## config.mk

```make
export PLATFORM = sky130hd
export DESIGN_NAME = bresenham_line_glyph_stepper
export DESIGN_NICKNAME = d
export VERILOG_FILES = /design/src/design/blgs_pkg.sv /design/src/design/blgs_ctrl.sv /design/src/design/blgs_dp.sv /design/src/design/bresenham_line_glyph_stepper.sv
export SDC_FILE = /design/constraint.sdc
export NUM_CORES = 1
export LEC_CHECK = 0
export BUFFER_PORTS_ARGS = -buffer_cell sky130_fd_sc_hd__clkbuf_2
export CORE_MARGIN = 5
export CORE_UTILIZATION = 35
export DETAILED_ROUTE_END_ITERATION = 10
export GPL_TIMING_DRIVEN = 0
export RECOVER_POWER = 25
export SYNTH_ARGS = -nofsm -noshare
export SYNTH_HDL_FRONTEND = slang
export SYNTH_HIERARCHICAL = 1
export SYNTH_SLANG_ARGS = --single-unit
```

## constraint.sdc

```tcl
create_clock -name clock -period 12.3 [get_ports clock]
set_input_delay 1.845 -clock clock [delete_from_list [all_inputs] [get_ports clock]]
set_output_delay 1.845 -clock clock [all_outputs]
set_load 0.02 [all_outputs]
```

## src/design/blgs_pkg.sv

```systemverilog
// types, constants and codes for the bresenham line glyph stepper
// no dependencies
package blgs_pkg;

   localparam int COORD_BITS = 6;
   localparam int GRID_BITS  = COORD_BITS + 1;
   // error term holds dx - dy plus one step of either delta
   localparam int ERR_BITS   = COORD_BITS + 3;
   localparam int CSR_IDX_BITS = 1;

   localparam logic [GRID_BITS-1:0] GRID_RESET = GRID_BITS'(1 << COORD_BITS);

   localparam logic [CSR_IDX_BITS-1:0] CSR_GRID_WIDTH  = 1'b0;
   localparam logic [CSR_IDX_BITS-1:0] CSR_GRID_HEIGHT = 1'b1;

   typedef enum logic [1:0] {
      GLYPH_HORIZ = 2'd0,
      GLYPH_VERT  = 2'd1,
      GLYPH_RISE  = 2'd2,
      GLYPH_FALL  = 2'd3
   } glyph_type;

   typedef enum logic {
      ST_IDLE,
      ST_RUN
   } state_type;

   typedef struct packed {
      logic [COORD_BITS-1:0] x_start;
      logic [COORD_BITS-1:0] y_start;
      logic [COORD_BITS-1:0] x_end;
      logic [COORD_BITS-1:0] y_end;
   } req_type;

   typedef struct packed {
      logic [COORD_BITS-1:0] cell_x;
      logic [COORD_BITS-1:0] cell_y;
      glyph_type             glyph;
      logic                  in_grid;
      logic                  last;
   } rsp_type;

   typedef struct packed {
      logic load;
      logic step;
   } cmd_type;

   typedef struct packed {
      logic at_target;
      logic last_step;
   } status_type;

endpackage

```

## src/design/blgs_ctrl.sv

```systemverilog
// controller for the line stepper: request/response handshake and step sequencing
// depends on blgs_pkg
module blgs_ctrl (
   input  logic                 clock,
   input  logic                 reset,
   input  logic                 req_valid,
   output logic                 req_ready,
   output logic                 rsp_valid,
   input  logic                 rsp_ready,
   input  blgs_pkg::status_type status,
   output blgs_pkg::cmd_type    cmd
);

   blgs_pkg::state_type state_ff, state_in;
   logic                rsp_valid_ff, rsp_valid_in;

   always_ff @(posedge clock) begin
      if (reset) begin
         state_ff     <= blgs_pkg::ST_IDLE;
         rsp_valid_ff <= 1'b0;
      end else begin
         state_ff     <= state_in;
         rsp_valid_ff <= rsp_valid_in;
      end
   end

   // next state
   always_comb begin
      state_in = state_ff;
      case (state_ff)
         blgs_pkg::ST_IDLE: begin
            if (req_valid) state_in = blgs_pkg::ST_RUN;
         end
         blgs_pkg::ST_RUN: begin
            // a point segment leaves at once, otherwise leave on the final step
            if (status.at_target || (cmd.step && status.last_step))
               state_in = blgs_pkg::ST_IDLE;
         end
         default: state_in = blgs_pkg::ST_IDLE;
      endcase
   end

   // outputs
   always_comb begin
      req_ready = 1'b0;
      cmd.load  = 1'b0;
      cmd.step  = 1'b0;
      case (state_ff)
         blgs_pkg::ST_IDLE: begin
            req_ready = 1'b1;
            cmd.load  = req_valid;
         end
         blgs_pkg::ST_RUN: begin
            cmd.step = !status.at_target && (!rsp_valid_ff || rsp_ready);
         end
         default: begin
            req_ready = 1'b0;
         end
      endcase
      rsp_valid_in = cmd.step || (rsp_valid_ff && !rsp_ready);
   end

   assign rsp_valid = rsp_valid_ff;

endmodule

```

## src/design/blgs_dp.sv

```systemverilog
// datapath for the line stepper: grid registers, bresenham step unit, response register
// depends on blgs_pkg
module blgs_dp (
   input  logic                                  clock,
   input  logic                                  reset,
   input  logic                                  csr_wr_en,
   input  logic [blgs_pkg::CSR_IDX_BITS-1:0]     csr_index,
   input  logic [blgs_pkg::GRID_BITS-1:0]        csr_wdata,
   input  blgs_pkg::req_type                     req_payload,
   input  blgs_pkg::cmd_type                     cmd,
   output blgs_pkg::status_type                  status,
   output blgs_pkg::rsp_type                     rsp_payload
);

   localparam int CB = blgs_pkg::COORD_BITS;
   localparam int EB = blgs_pkg::ERR_BITS;

   logic [blgs_pkg::GRID_BITS-1:0] grid_w_ff, grid_h_ff;

   logic [CB-1:0]        cur_x_ff, cur_x_in, cur_y_ff, cur_y_in;
   logic [CB-1:0]        tgt_x_ff, tgt_y_ff;
   logic [CB-1:0]        dx_ff, dx_in;
   logic signed [EB-1:0] dyn_ff, dyn_in;
   logic signed [EB-1:0] err_ff, err_in;
   logic                 dir_x_ff, dir_x_in, dir_y_ff, dir_y_in;
   blgs_pkg::rsp_type    rsp_ff, rsp_in;

   logic [CB-1:0]        dy_abs;
   logic signed [EB-1:0] dx_ext;
   logic signed [EB:0]   e2;
   logic                 move_x, move_y;
   logic signed [EB-1:0] add_x, add_y;
   logic [CB-1:0]        nxt_x, nxt_y;
   blgs_pkg::glyph_type  glyph;

   // configuration registers
   always_ff @(posedge clock) begin
      if (reset) begin
         grid_w_ff <= blgs_pkg::GRID_RESET;
         grid_h_ff <= blgs_pkg::GRID_RESET;
      end else if (csr_wr_en) begin
         case (csr_index)
            blgs_pkg::CSR_GRID_WIDTH:  grid_w_ff <= csr_wdata;
            blgs_pkg::CSR_GRID_HEIGHT: grid_h_ff <= csr_wdata;
            default: ;
         endcase
      end
   end

   // one bresenham step from the current cursor
   always_comb begin
      dx_ext = $signed({{(EB-CB){1'b0}}, dx_ff});
      e2     = $signed({err_ff, 1'b0});
      move_x = e2 >= $signed({dyn_ff[EB-1], dyn_ff});
      move_y = e2 <= $signed({1'b0, dx_ext});
      add_x  = move_x ? dyn_ff : '0;
      add_y  = move_y ? dx_ext : '0;
      nxt_x  = move_x ? (dir_x_ff ? cur_x_ff - 1'b1 : cur_x_ff + 1'b1) : cur_x_ff;
      nxt_y  = move_y ? (dir_y_ff ? cur_y_ff - 1'b1 : cur_y_ff + 1'b1) : cur_y_ff;
      if (move_x && move_y)
         glyph = (dir_x_ff == dir_y_ff) ? blgs_pkg::GLYPH_RISE : blgs_pkg::GLYPH_FALL;
      else if (move_x)
         glyph = blgs_pkg::GLYPH_HORIZ;
      else
         glyph = blgs_pkg::GLYPH_VERT;
   end

   // segment setup and cursor update
   always_comb begin
      cur_x_in = cur_x_ff;
      cur_y_in = cur_y_ff;
      dx_in    = dx_ff;
      dyn_in   = dyn_ff;
      err_in   = err_ff;
      dir_x_in = dir_x_ff;
      dir_y_in = dir_y_ff;
      dy_abs   = (req_payload.y_end > req_payload.y_start)
                 ? req_payload.y_end - req_payload.y_start
                 : req_payload.y_start - req_payload.y_end;
      if (cmd.load) begin
         cur_x_in = req_payload.x_start;
         cur_y_in = req_payload.y_start;
         dx_in    = (req_payload.x_end > req_payload.x_start)
                    ? req_payload.x_end - req_payload.x_start
                    : req_payload.x_start - req_payload.x_end;
         dyn_in   = -$signed({{(EB-CB){1'b0}}, dy_abs});
         err_in   = $signed({{(EB-CB){1'b0}}, dx_in}) + dyn_in;
         // equal coordinates count as stepping downward
         dir_x_in = !(req_payload.x_start < req_payload.x_end);
         dir_y_in = !(req_payload.y_start < req_payload.y_end);
      end else if (cmd.step) begin
         cur_x_in = nxt_x;
         cur_y_in = nxt_y;
         err_in   = err_ff + add_x + add_y;
      end
   end

   always_comb begin
      rsp_in         = rsp_ff;
      if (cmd.step) begin
         rsp_in.cell_x  = cur_x_ff;
         rsp_in.cell_y  = cur_y_ff;
         rsp_in.glyph   = glyph;
         rsp_in.in_grid = ({1'b0, cur_x_ff} < grid_w_ff) && ({1'b0, cur_y_ff} < grid_h_ff);
         rsp_in.last    = status.last_step;
      end
   end

   always_ff @(posedge clock) begin
      cur_x_ff <= cur_x_in;
      cur_y_ff <= cur_y_in;
      dx_ff    <= dx_in;
      dyn_ff   <= dyn_in;
      err_ff   <= err_in;
      dir_x_ff <= dir_x_in;
      dir_y_ff <= dir_y_in;
      rsp_ff   <= rsp_in;
      if (cmd.load) begin
         tgt_x_ff <= req_payload.x_end;
         tgt_y_ff <= req_payload.y_end;
      end
   end

   assign status.at_target = (cur_x_ff == tgt_x_ff) && (cur_y_ff == tgt_y_ff);
   assign status.last_step = (nxt_x == tgt_x_ff) && (nxt_y == tgt_y_ff);
   assign rsp_payload      = rsp_ff;

endmodule

```

## src/design/bresenham_line_glyph_stepper.sv

```systemverilog
// channel   ports                           moves
// req       req_valid req_ready req_payload one segment, start and end point
// rsp       rsp_valid rsp_ready rsp_payload one cell per step with glyph and flags
// csr       csr_wr_en csr_index csr_wdata   grid width, grid height
//
// a point segment (start equal to end) gives no response
// one step per cycle while the response register is not stalled, through the single bresenham step unit in the datapath
// a stalled response register holds stepping; the next request is taken
// while the final response still waits
// reset is synchronous; grid width and height come out of reset at 64
module bresenham_line_glyph_stepper (
   input  logic                              clock,
   input  logic                              reset,
   input  logic                              req_valid,
   output logic                              req_ready,
   input  blgs_pkg::req_type                 req_payload,
   output logic                              rsp_valid,
   input  logic                              rsp_ready,
   output blgs_pkg::rsp_type                 rsp_payload,
   input  logic                              csr_wr_en,
   input  logic [blgs_pkg::CSR_IDX_BITS-1:0] csr_index,
   input  logic [blgs_pkg::GRID_BITS-1:0]    csr_wdata
);

   blgs_pkg::cmd_type    cmd;
   blgs_pkg::status_type status;

   blgs_ctrl u_ctrl (
      .clock     (clock),
      .reset     (reset),
      .req_valid (req_valid),
      .req_ready (req_ready),
      .rsp_valid (rsp_valid),
      .rsp_ready (rsp_ready),
      .status    (status),
      .cmd       (cmd)
   );

   blgs_dp u_dp (
      .clock       (clock),
      .reset       (reset),
      .csr_wr_en   (csr_wr_en),
      .csr_index   (csr_index),
      .csr_wdata   (csr_wdata),
      .req_payload (req_payload),
      .cmd         (cmd),
      .status      (status),
      .rsp_payload (rsp_payload)
   );

endmodule

```

==> results of run 1 <==
critical path: stages:
cell,delay [ns]
clkbuf_1,0.13
inv_1,0.07
ha_1,0.17
inv_1,0.06
fa_1,0.41
a211oi_2,0.29
o21a_1,0.26
nor2_2,0.10
mux2i_2,0.31
ha_1,0.36
xnor2_1,0.19
ha_1,0.31
a21oi_1,0.24
nor2b_1,0.08
o21a_1,0.18
nor3_1,0.19
nor4_1,0.09
o211ai_1,0.21
a31oi_1,0.11
how the worst max path moves through the flow:
stage                         from                       end  slack [ns]  cells after the start
floorplan           req_payload[0]  u_dp/err_ff[6]$_DFFE_PP_        7.10                     18
global placement    req_payload[0]  u_dp/err_ff[6]$_DFFE_PP_        6.48                     19
detailed placement  req_payload[0]  u_dp/err_ff[7]$_DFFE_PP_        6.44                     19
CTS                 req_payload[0]  u_dp/err_ff[7]$_DFFE_PP_        6.79                     19
global route        req_payload[0]  u_dp/err_ff[7]$_DFFE_PP_        6.45                     19
finish              req_payload[0]  u_dp/err_ff[7]$_DFFE_PP_        6.75                     19
registers in the layout, indices dropped and copies added (netlist names):
| register | cells |
|---|---|
| u_dp/tgt_y_ff | 6 |
| u_dp/dir_x_ff | 1 |
| u_dp/cur_y_ff | 6 |
| u_dp/grid_w_ff | 7 |
| u_dp/err_ff | 9 |
| u_dp/rsp_payload | 16 |
| u_dp/dir_y_ff | 1 |
| u_ctrl/rsp_valid | 1 |
| u_ctrl/state_ff | 1 |
| u_dp/dx_ff | 6 |
| u_dp/grid_h_ff | 7 |
| u_dp/tgt_x_ff | 6 |
| u_dp/cur_x_ff | 6 |
| u_dp/dyn_ff | 9 |
cell families after synthesis:
logic type	after synthesis	share of synthesized area (%)
compound gates	132	14.2
fa+ha+maj	86	18.9
simple gates	158	13.0
xor+xnor	53	7.65
mux	24	3.94
flops	82	36.8
buf+inv	87	5.53
synth_stat cells, types with 3 or more instances:
cell	n	area, µm²
clkbuf_1	9	33.8
nand2_1	33	124
nand3_1	16	80.1
a21o_1	14	105
dfxtp_1	16	320
nand2b_1	10	62.6
mux2i_1	21	210
o211ai_1	5	37.5
inv_1	74	278
ha_1	72	901
edfxtp_1	66	1980
a21oi_1	40	200
or2_2	3	18.8
nor2b_1	15	93.8
and3_1	4	25.0
xnor2_1	27	236
o21ai_0	28	140
a31oi_1	3	18.8
nor3_1	3	15.0
a211oi_1	4	30.0
xor2_1	25	219
o21bai_1	6	45.0
fa_1	14	280
nor2_1	51	191
a211o_1	3	26.3
layer usage:
| layer | up-vias | part of all wire, % |
|---|---|---|
| li1 | 2302 | - |
| met1 | 2109 | 50 |
| met2 | 92 | 44 |
| met3 | 9 | 4.1 |
| met4 | 0 | 1.2 |
| met5 | - | 0 |
cells in the final DEF, fill, tap and decap left out, types with 21 or more instances in the layout:
| cell type | count |
|---|---|
| a21oi_1 | 40 |
| edfxtp_1 | 66 |
| clkbuf_1 | 28 |
| nand2_1 | 33 |
| clkbuf_2 | 34 |
| ha_1 | 72 |
| inv_1 | 74 |
| mux2i_1 | 21 |
| nor2_1 | 51 |
| xnor2_1 | 27 |
| xor2_1 | 25 |
| o21ai_0 | 28 |
area by class of cell:
class                   instances  area (µm²)  share of cell area [%]
multi-input cells             453        3620                    51.1
flip-flops and latches         82        2300                    32.5
well taps                     229         287                    4.04
inverters                      74         278                    3.92
clock buffers                  11         254                    3.58
repair buffers                 52         238                    3.35
plain buffers                  13        68.8                   0.970
clock inverters                 5        41.3                   0.582
through the flow:
step / hold WS [ns] / util [%] / worst slack (ns)
global placement: 0.449 / 38.3 / 6.48
global route: 0.484 / 39.9 / 6.45
CTS: 0.462 / 40.0 / 6.79
finish: 0.457 / 39.9 / 6.75
detailed placement: 0.452 / 38.4 / 6.44
floorplan: 0.430 / - / 7.10
report_power, final:
group | switching, µW | leakage [µW] | internal (µW)
Sequential | 62.1 | 0.000759 | 392
Combinational | 463 | 0.00219 | 377
Clock | 116 | 0.000148 | 152
Total | 641 | 0.00310 | 921
==> results.tsv, run 1 <==
stage	metric	value	unit
clock_tree	ctsResizeCount	0	
timing	setup_violations	0	
finish	syn2layout_area_growth	13.2	%
yosys	synth-edff-count	66	
min_path	hold_class	flip-flop to flip-flop	
clock_tree	cts.clk_slew.worst_paths	0.06	ns
floorplanning	start_util	35.2	%
placement	gp_congestion	0.819	
min_path	whs_endpoint	u_dp/grid_h_ff[4]$_SDFFE_PP0P_	
floorplanning	die_w	144	µm
clock_tree	cts_root_buf	clkbuf_16	
timing	tns	0	ns
floorplanning	die_area	20700	µm²
critical_path	r2r_setup_slack	7.39	ns
clock_tree	cts_htree_levels	3	
yosys	synthesis.nets	745	
floorplanning	io_pins	55	
timing	finClkSkew	0.0115	ns
finish	nNetsFinal	808	
critical_path	rr_worst_depth	16	
min_path	min_delay_path_depth	2	
floorplanning	rows	49	
placement	numPortBuffers	52	
global_route	grtUsageMet2	22.0	%
yosys	synthFlopType	edfxtp_1	
timing	slew_headroom	35.0	%
global_route	grt-ovfl-total	0	
timing	slew_viol_final	0	
finish	diodes	0	
clock_tree	cts_buffer_depth	2	
routing	final_antenna_net_count	0	
routing	post_drt_wl_per_cell	15.1	µm
min_path	hp-start	u_dp/grid_h_ff[4]$_SDFFE_PP0P_	
placement	place_hpwl	11100	µm
clock_tree	clk_latency	0.34	ns
critical_path	cp.required	12.37	ns
timing	period_share	45.1	%
critical_path	critPathArrivalTime	5.61	ns
finish	finalNonFillerCells	919	
floorplanning	core	17800	µm²
critical_path	timing.rr.end	u_dp/err_ff[8]$_DFFE_PP_	
yosys	postSynthAreaPerCell	10.1	µm²
routing	dr.pass1.iters	5	
routing	via_per_inst	4.91	
clock_tree	hold_buffers	0	
power	power	1560	µW
timing	worst-slew-pin-transition	0.974	ns
global_route	grt_pass1_wl	22900	µm
power	p_leak	0.00310	µW
yosys	ys_ff_latch	82	
timing	rsz0062_at_grt	no	
routing	vias	4512	
clock_tree	tritoncts	done	
clock_tree	cts_buffers	9	
global_route	gr-usage-all-layers	14.0	%
floorplanning	fp.dieH	144	µm
yosys	yosysUniqueCellTypes	72	
clock_tree	clock_sink_count	82	
timing	fmax	180	MHz
critical_path	cp-start-kind	input port	
flow_run	cap_viol_max_count	0	
routing	wirelength	13900	µm
yosys	seq_area_frac_synth	36.8	%
yosys	synthArstFlopShare	0	%
timing	hold_viol_final	0	
timing	period_minus_slack	5.55	ns
finish	final_area	7090	µm²
finish	fill_cells	1809	
global_route	grt_max_degree	35	
clock_tree	cts_setup_buffers	0	
yosys	syn_inst	622	
routing	drc_errors	0	
global_route	gr-max-usage-layer	met2	
critical_path	crit_path_end_kind	flip-flop	
finish	layout-drive-gt1-share	11.7	%
critical_path	r2r-start	u_dp/err_ff[6]$_DFFE_PP_	
critical_path	path_class	input port to flip-flop	
power	peakVddDrop	0.0813	mV
yosys	ys_warn_count	6	
global_route	grt_pass1_vias	4466	
routing	drtIter0Drc	239	
yosys	synth_area	6260	µm²
global_route	grt_use_met1	20.5	%
placement	postPlaceCellArea	6820	µm²
power	powerDensity	220	nW/µm²
placement	place_inst	903	
global_route	antenna_found_initial	0	
critical_path	cp_max_fo	6	
global_route	use_met3	1.60	%
outcome	status	finished, final reports clean	
Power figures use the tool's default switching activity.
==> run 2: changes to the inputs <==
==> constraint.sdc (replaced) <==
create_clock -name clock -period 5.7 [get_ports clock]
set_input_delay 0.855 -clock clock [delete_from_list [all_inputs] [get_ports clock]]
set_output_delay 0.855 -clock clock [all_outputs]
set_load 0.02 [all_outputs]
==> run 2 against run 1 <==
Sequential share of layout area barely moved. Total power rose by 120%. Flip-flop and latch count did not move. Register-to-register slack got worse by 6.6 ns. Critical endpoint is now u_dp/err_ff[8]$_DFFE_PP_. Via count barely moved. Final area barely moved. Combinational power rose by 120%. Clock-buffer cell count did not move. Non-clock buffer count did not move. Worst hold slack did not move.
==> results.tsv, run 2 (synthesis results as in run 1) <==
stage	metric	value	unit
placement	numPortBuffers	52	
floorplanning	fp.dieH	144	µm
clock_tree	cts_htree_levels	3	
routing	drc_errors	0	
critical_path	cp_max_fo	10	
floorplanning	die_area	20700	µm²
finish	multi_input_area	3620	µm²
placement	gp_congestion	0.819	
clock_tree	clk_latency	0.34	ns
clock_tree	tritoncts	done	
floorplanning	rows	49	
timing	setup_violations	0	
power	powerDensity	475	nW/µm²
timing	fmax	204	MHz
outcome	status	finished, final reports clean	
timing	rsz0062_at_grt	no	
finish	fill_cells	1809	
placement	place_hpwl	11100	µm
global_route	grt_pass1_vias	4466	
clock_tree	ctsResizeCount	0	
routing	drtIter0Drc	239	
global_route	grt_pass1_wl	22900	µm
finish	diodes	0	
global_route	grt-ovfl-total	0	
floorplanning	start_util	35.2	%
clock_tree	cts_buffers	9	
min_path	hold_class	flip-flop to flip-flop	
critical_path	critPathArrivalTime	4.99	ns
finish	nNetsFinal	808	
routing	final_antenna_net_count	0	
clock_tree	cts_root_buf	clkbuf_16	
routing	post_drt_wl_per_cell	15.1	µm
global_route	gr-usage-all-layers	14.0	%
routing	dr.pass1.iters	5	
finish	layout-drive-gt1-share	11.4	%
power	power	3370	µW
finish	final_cell_mix	inv_1, ha_1, edfxtp_1	
routing	wirelength	13900	µm
power	peakVddDrop	0.175	mV
finish	largest_reg_flops	16	
timing	slew_headroom	34.9	%
timing	slew_viol_final	0	
timing	finClkSkew	0.0115	ns
finish	postLayoutCoreUtil	39.9	%
power	p_leak	0.00309	µW
routing	vias	4509	
clock_tree	cts_buffer_depth	2	
floorplanning	io_pins	55	
timing	period_minus_slack	4.91	ns
timing	worst-slew-pin-transition	0.974	ns
clock_tree	clock_sink_count	82	
finish	regArea	2300	µm²
timing	tns	0	ns
clock_tree	cts.clk_slew.worst_paths	0.06	ns
flow_run	cap_viol_max_count	0	
clock_tree	hold_buffers	0	
critical_path	cp.required	5.78	ns
global_route	grt_max_degree	35	
floorplanning	die_w	144	µm
critical_path	path_class	flip-flop to flip-flop	
timing	hold_viol_final	0	
routing	via_per_inst	4.91	
finish	syn2layout_area_growth	13.2	%
global_route	antenna_found_initial	0	
finish	final_common_cell	inv_1	
critical_path	cp-start-kind	flip-flop	
timing	period_share	86.2	%
floorplanning	core	17800	µm²
critical_path	crit_path_end_kind	flip-flop	
clock_tree	cts_setup_buffers	0	
run 2: changes by cell type in the layout (fill, tap and decap cells not counted):
cell,previous run,this run
clkbuf_1,28,30
clkbuf_2,34,32
run 2: final timing paths:
path,startpoint,end,slack (ns),depth (start not counted)
max,u_dp/err_ff[6]$_DFFE_PP_,u_dp/err_ff[8]$_DFFE_PP_,0.79,16
min,u_dp/grid_h_ff[4]$_SDFFE_PP0P_,u_dp/grid_h_ff[4]$_SDFFE_PP0P_,0.46,2
max reg2reg,u_dp/err_ff[6]$_DFFE_PP_,u_dp/err_ff[8]$_DFFE_PP_,0.79,16
min reg2reg,u_dp/grid_h_ff[4]$_SDFFE_PP0P_,u_dp/grid_h_ff[4]$_SDFFE_PP0P_,0.46,2
run 2: where the power goes:
part	switching, µW	total [µW]	internal [µW]
logic	999	1810	813
registers	134	981	847
clock network	249	577	328
run 2: critical path, cell delays in order, from the launching register on:
cell and delay [ns]:
edfxtp_1 0.43, ha_1 0.32, a21o_1 0.19, a211o_1 0.30
a211oi_2 0.43, buf_2 0.33, clkbuf_1 0.44, nor2_1 0.12
fa_1 0.50, ha_1 0.31, a21o_1 0.18, a21oi_1 0.23
o21bai_1 0.10, a21oi_1 0.26, o21ai_0 0.16, xnor2_1 0.26
o22ai_2 0.10
run 2: cell type report:
cell class | instances | area share (%)
inverter | 74 | 3.92
sequential | 82 | 32.5
timing repair buffer | 52 | 3.32
clock buffer | 11 | 3.58
clock inverter | 5 | 0.582
buffer | 13 | 0.971
multi-input combinational | 453 | 51.1
tap | 229 | 4.04
run 2: stage by stage:
stage	worst slack [ns]	hold WS, ns	instance area (µm²)	cells
final	0.788	0.457	7090	919
after global routing	0.473	0.484	7090	919
after CTS	0.724	0.462	7110	919
after detailed placement	0.757	0.452	6820	903
after global placement	0.781	0.449	6810	903
after floorplan	1.49	0.430	6260	622
run 2: metal layers:
layer / GRT usage (%) / part of all wire [%] / vias to the layer above
met1: 20.5 / 50 / 2105
met2: 22.0 / 44 / 92
met4: 4.16 / 1.2 / 0
met3: 1.60 / 4.1 / 9
li1: - / - / 2303
met5: 0 / 0 / -
==> run 3: changes to the inputs <==
--- a/config.mk
+++ b/config.mk
@@ -7,11 +7,14 @@
 export LEC_CHECK = 0
 export BUFFER_PORTS_ARGS = -buffer_cell sky130_fd_sc_hd__clkbuf_2
 export CORE_MARGIN = 5
-export CORE_UTILIZATION = 35
+export CORE_UTILIZATION = 60
+export CTS_CLUSTER_DIAMETER = 80
 export DETAILED_ROUTE_END_ITERATION = 10
 export GPL_TIMING_DRIVEN = 0
+export PLACE_DENSITY = 0.8
 export RECOVER_POWER = 25
 export SYNTH_ARGS = -nofsm -noshare
 export SYNTH_HDL_FRONTEND = slang
 export SYNTH_HIERARCHICAL = 1
 export SYNTH_SLANG_ARGS = --single-unit
+export TNS_END_PERCENT = 100
==> run 3 against run 2 <==
Sequential share of layout area grew 0.97 points. Non-clock buffer count is the same. Largest power group unchanged. Critical path depth is the same. Highest routed layer unchanged. The flow now finishes with violations (max-capacitance violations, max-slew violations). Wire length shrank 3.1%. Maximum frequency shrank 0.42%. Flip-flop and latch count is the same. Largest cell class unchanged. Clock power shrank 27%. Combinational power grew 3%. Global-route usage grew 8.2 points.
==> results.tsv, run 3 (synthesis results as in run 1) <==
stage	metric	value	unit
floorplanning	core	10200	µm²
power	combPwrFrac	57.1	%
timing	setup_violations	0	
global_route	grt_pass1_vias	4786	
timing	slew_headroom	-93.5	%
routing	vias	4724	
finish	diodes	0	
finish	finalNonFillerCells	826	
timing	worst_slack	0.767	ns
finish	nNetsFinal	808	
critical_path	crit_path_end_kind	flip-flop	
power	peakVddDrop	0.218	mV
timing	period_minus_slack	4.93	ns
power	powerDensity	474	nW/µm²
floorplanning	fp.dieH	112	µm
floorplanning	die_area	12600	µm²
clock_tree	hold_buffers	0	
critical_path	cp-start-kind	flip-flop	
global_route	gr-usage-all-layers	22.2	%
routing	route.met2.wl	6350	µm
routing	final_antenna_net_count	0	
floorplanning	start_util	61.2	%
min_path	hold_class	flip-flop to flip-flop	
timing	rsz0062_at_grt	no	
power	p_leak	0.00307	µW
placement	numPortBuffers	52	
routing	m1WireLength	6200	µm
routing	dr.pass1.iters	5	
placement	place_hpwl	10700	µm
critical_path	critPathMaxStageDelay	0.50	ns
placement	pre_cts_ws	0.849	ns
power	p_int	1870	µW
critical_path	cp_max_fo	10	
power	power	3270	µW
clock_tree	clk_latency	0.36	ns
routing	via_per_inst	5.72	
timing	slew_viol_final	35	
placement	place_inst	810	
flow_run	cap_viol_max_count	1	
outcome	status	complete, but fails checks	
finish	postLayoutCoreUtil	67.3	%
finish	largest_reg_flops	16	
routing	wirelength	13500	µm
clock_tree	cts_buffer_depth	2	
routing	wl_met3	705	µm
critical_path	critPathTopFamily	compound AO/OA/AOI/OAI gates	
critical_path	cp.required	5.80	ns
timing	finClkSkew	0.0161	ns
floorplanning	io_pins	55	
power	clockPowerShare	13.0	%
power	switchingPower	1400	µW
critical_path	critical_path.slowest_cell	fa_1	
finish	syn2layout_area_growth	9.93	%
global_route	antenna_found_initial	0	
critical_path	critPathArrivalTime	5.04	ns
clock_tree	cts.clk_slew.worst_paths	0.09	ns
clock_tree	cts_htree_levels	3	
placement	gp_congestion	0.929	
global_route	grt_pass1_wl	22800	µm
routing	drc_errors	0	
finish	fill_cells	817	
clock_tree	ctsResizeCount	0	
clock_tree	cts_setup_buffers	0	
timing	tns	0	ns
clock_tree	cts_root_buf	clkbuf_8	
critical_path	path_class	flip-flop to flip-flop	
timing	fmax	203	MHz
finish	regArea	2300	µm²
clock_tree	clock_sink_count	82	
timing	hold_viol_final	0	
finish	final_common_cell	inv_1	
global_route	grt_max_degree	35	
routing	drtIter0Drc	346	
clock_tree	cts_buffers	9	
routing	post_drt_wl_per_cell	16.3	µm
clock_tree	tritoncts	done	
floorplanning	die_w	112	µm
finish	multi_input_area	3620	µm²
power	seqPwrFrac	29.9	%
global_route	grt-ovfl-total	0	
critical_path	path_cells	ha_1 -> a21o_1 -> a211o_1 -> a211oi_2 -> buf_2 -> clkbuf_1 -> nor2_1 -> fa_1 -> ha_1 -> a21o_1 -> a21oi_1 -> o21bai_1 -> a21oi_1 -> o21ai_0 -> xnor2_1 -> o22ai_2	
critical_path	critPathBufInv	2	
routing	top_layer_used	met4	
timing	period_share	86.6	%
outcome	violations	max-capacitance violations, max-slew violations	
finish	layout-drive-gt1-share	12.5	%
finish	final_cell_mix	inv_1, ha_1, edfxtp_1	
timing	worst-slew-pin-transition	2.90	ns
power	switching_share	42.8	%
floorplanning	rows	37	
## run 3: cell count changes in the layout (fill, tap and decap cells not counted)
cell	delta
clkbuf_8	+10
clkbuf_1	-9
nor2b_4	-1
inv_4	-2
nor2b_1	+1
clkbuf_16	-9
clkinv_1	+1
inv_6	+1
clkbuf_2	+8
## run 3: worst register-to-register path: cells and delay by family (launching register included)
kind,cells,cell delay (ns)
buffers and inverters,2,0.77
adders and majority gates,3,1.13
DFF,1,0.44
xor gates and xnor gates,1,0.25
AOI/OAI and AO/OA,9,1.97
and+or+nand+nor,1,0.13
## run 3: path summary, 6_finish.rpt
path | slack, ns | depth (start not counted) | startpoint | to
max | 0.77 | 16 | u_dp/err_ff[6]$_DFFE_PP_ | u_dp/err_ff[8]$_DFFE_PP_
min | 0.46 | 2 | u_dp/grid_h_ff[4]$_SDFFE_PP0P_ | u_dp/grid_h_ff[4]$_SDFFE_PP0P_
max reg2reg | 0.77 | 16 | u_dp/err_ff[6]$_DFFE_PP_ | u_dp/err_ff[8]$_DFFE_PP_
min reg2reg | 0.46 | 2 | u_dp/grid_h_ff[4]$_SDFFE_PP0P_ | u_dp/grid_h_ff[4]$_SDFFE_PP0P_
## run 3: area by class of cell
type	count	area share [%]
Clock inverter	5	0.600
Timing Repair Buffer	52	3.56
Clock buffer	11	2.36
Buffer	13	1.00
Multi-Input combinational cell	453	52.5
Sequential cell	82	33.4
Tap cell	136	2.47
Inverter	74	4.03
## run 3: per-layer routing
layer  track usage [%]  vias to the layer above
met1              30.3                     2265
met4              7.21                        0
met3              3.50                       12
met5                 0                        -
met2              36.5                      139
li1                  -                     2308
## run 3: stage by stage
step	area, µm²	hold slack, ns
floorplan	6260	0.430
global placement	6690	0.448
detailed placement	6700	0.452
CTS	6900	0.465
global route	6880	0.473
finish	6880	0.460
## run 3: power groups by stage
stage	sequential [µW]	clock (µW)	combinational [µW]
after floorplan	968	0	1400
after global placement	983	0	1740
after detailed placement	988	0	1820
after CTS	974	432	1850
after global routing	997	462	2100
final	976	424	1870
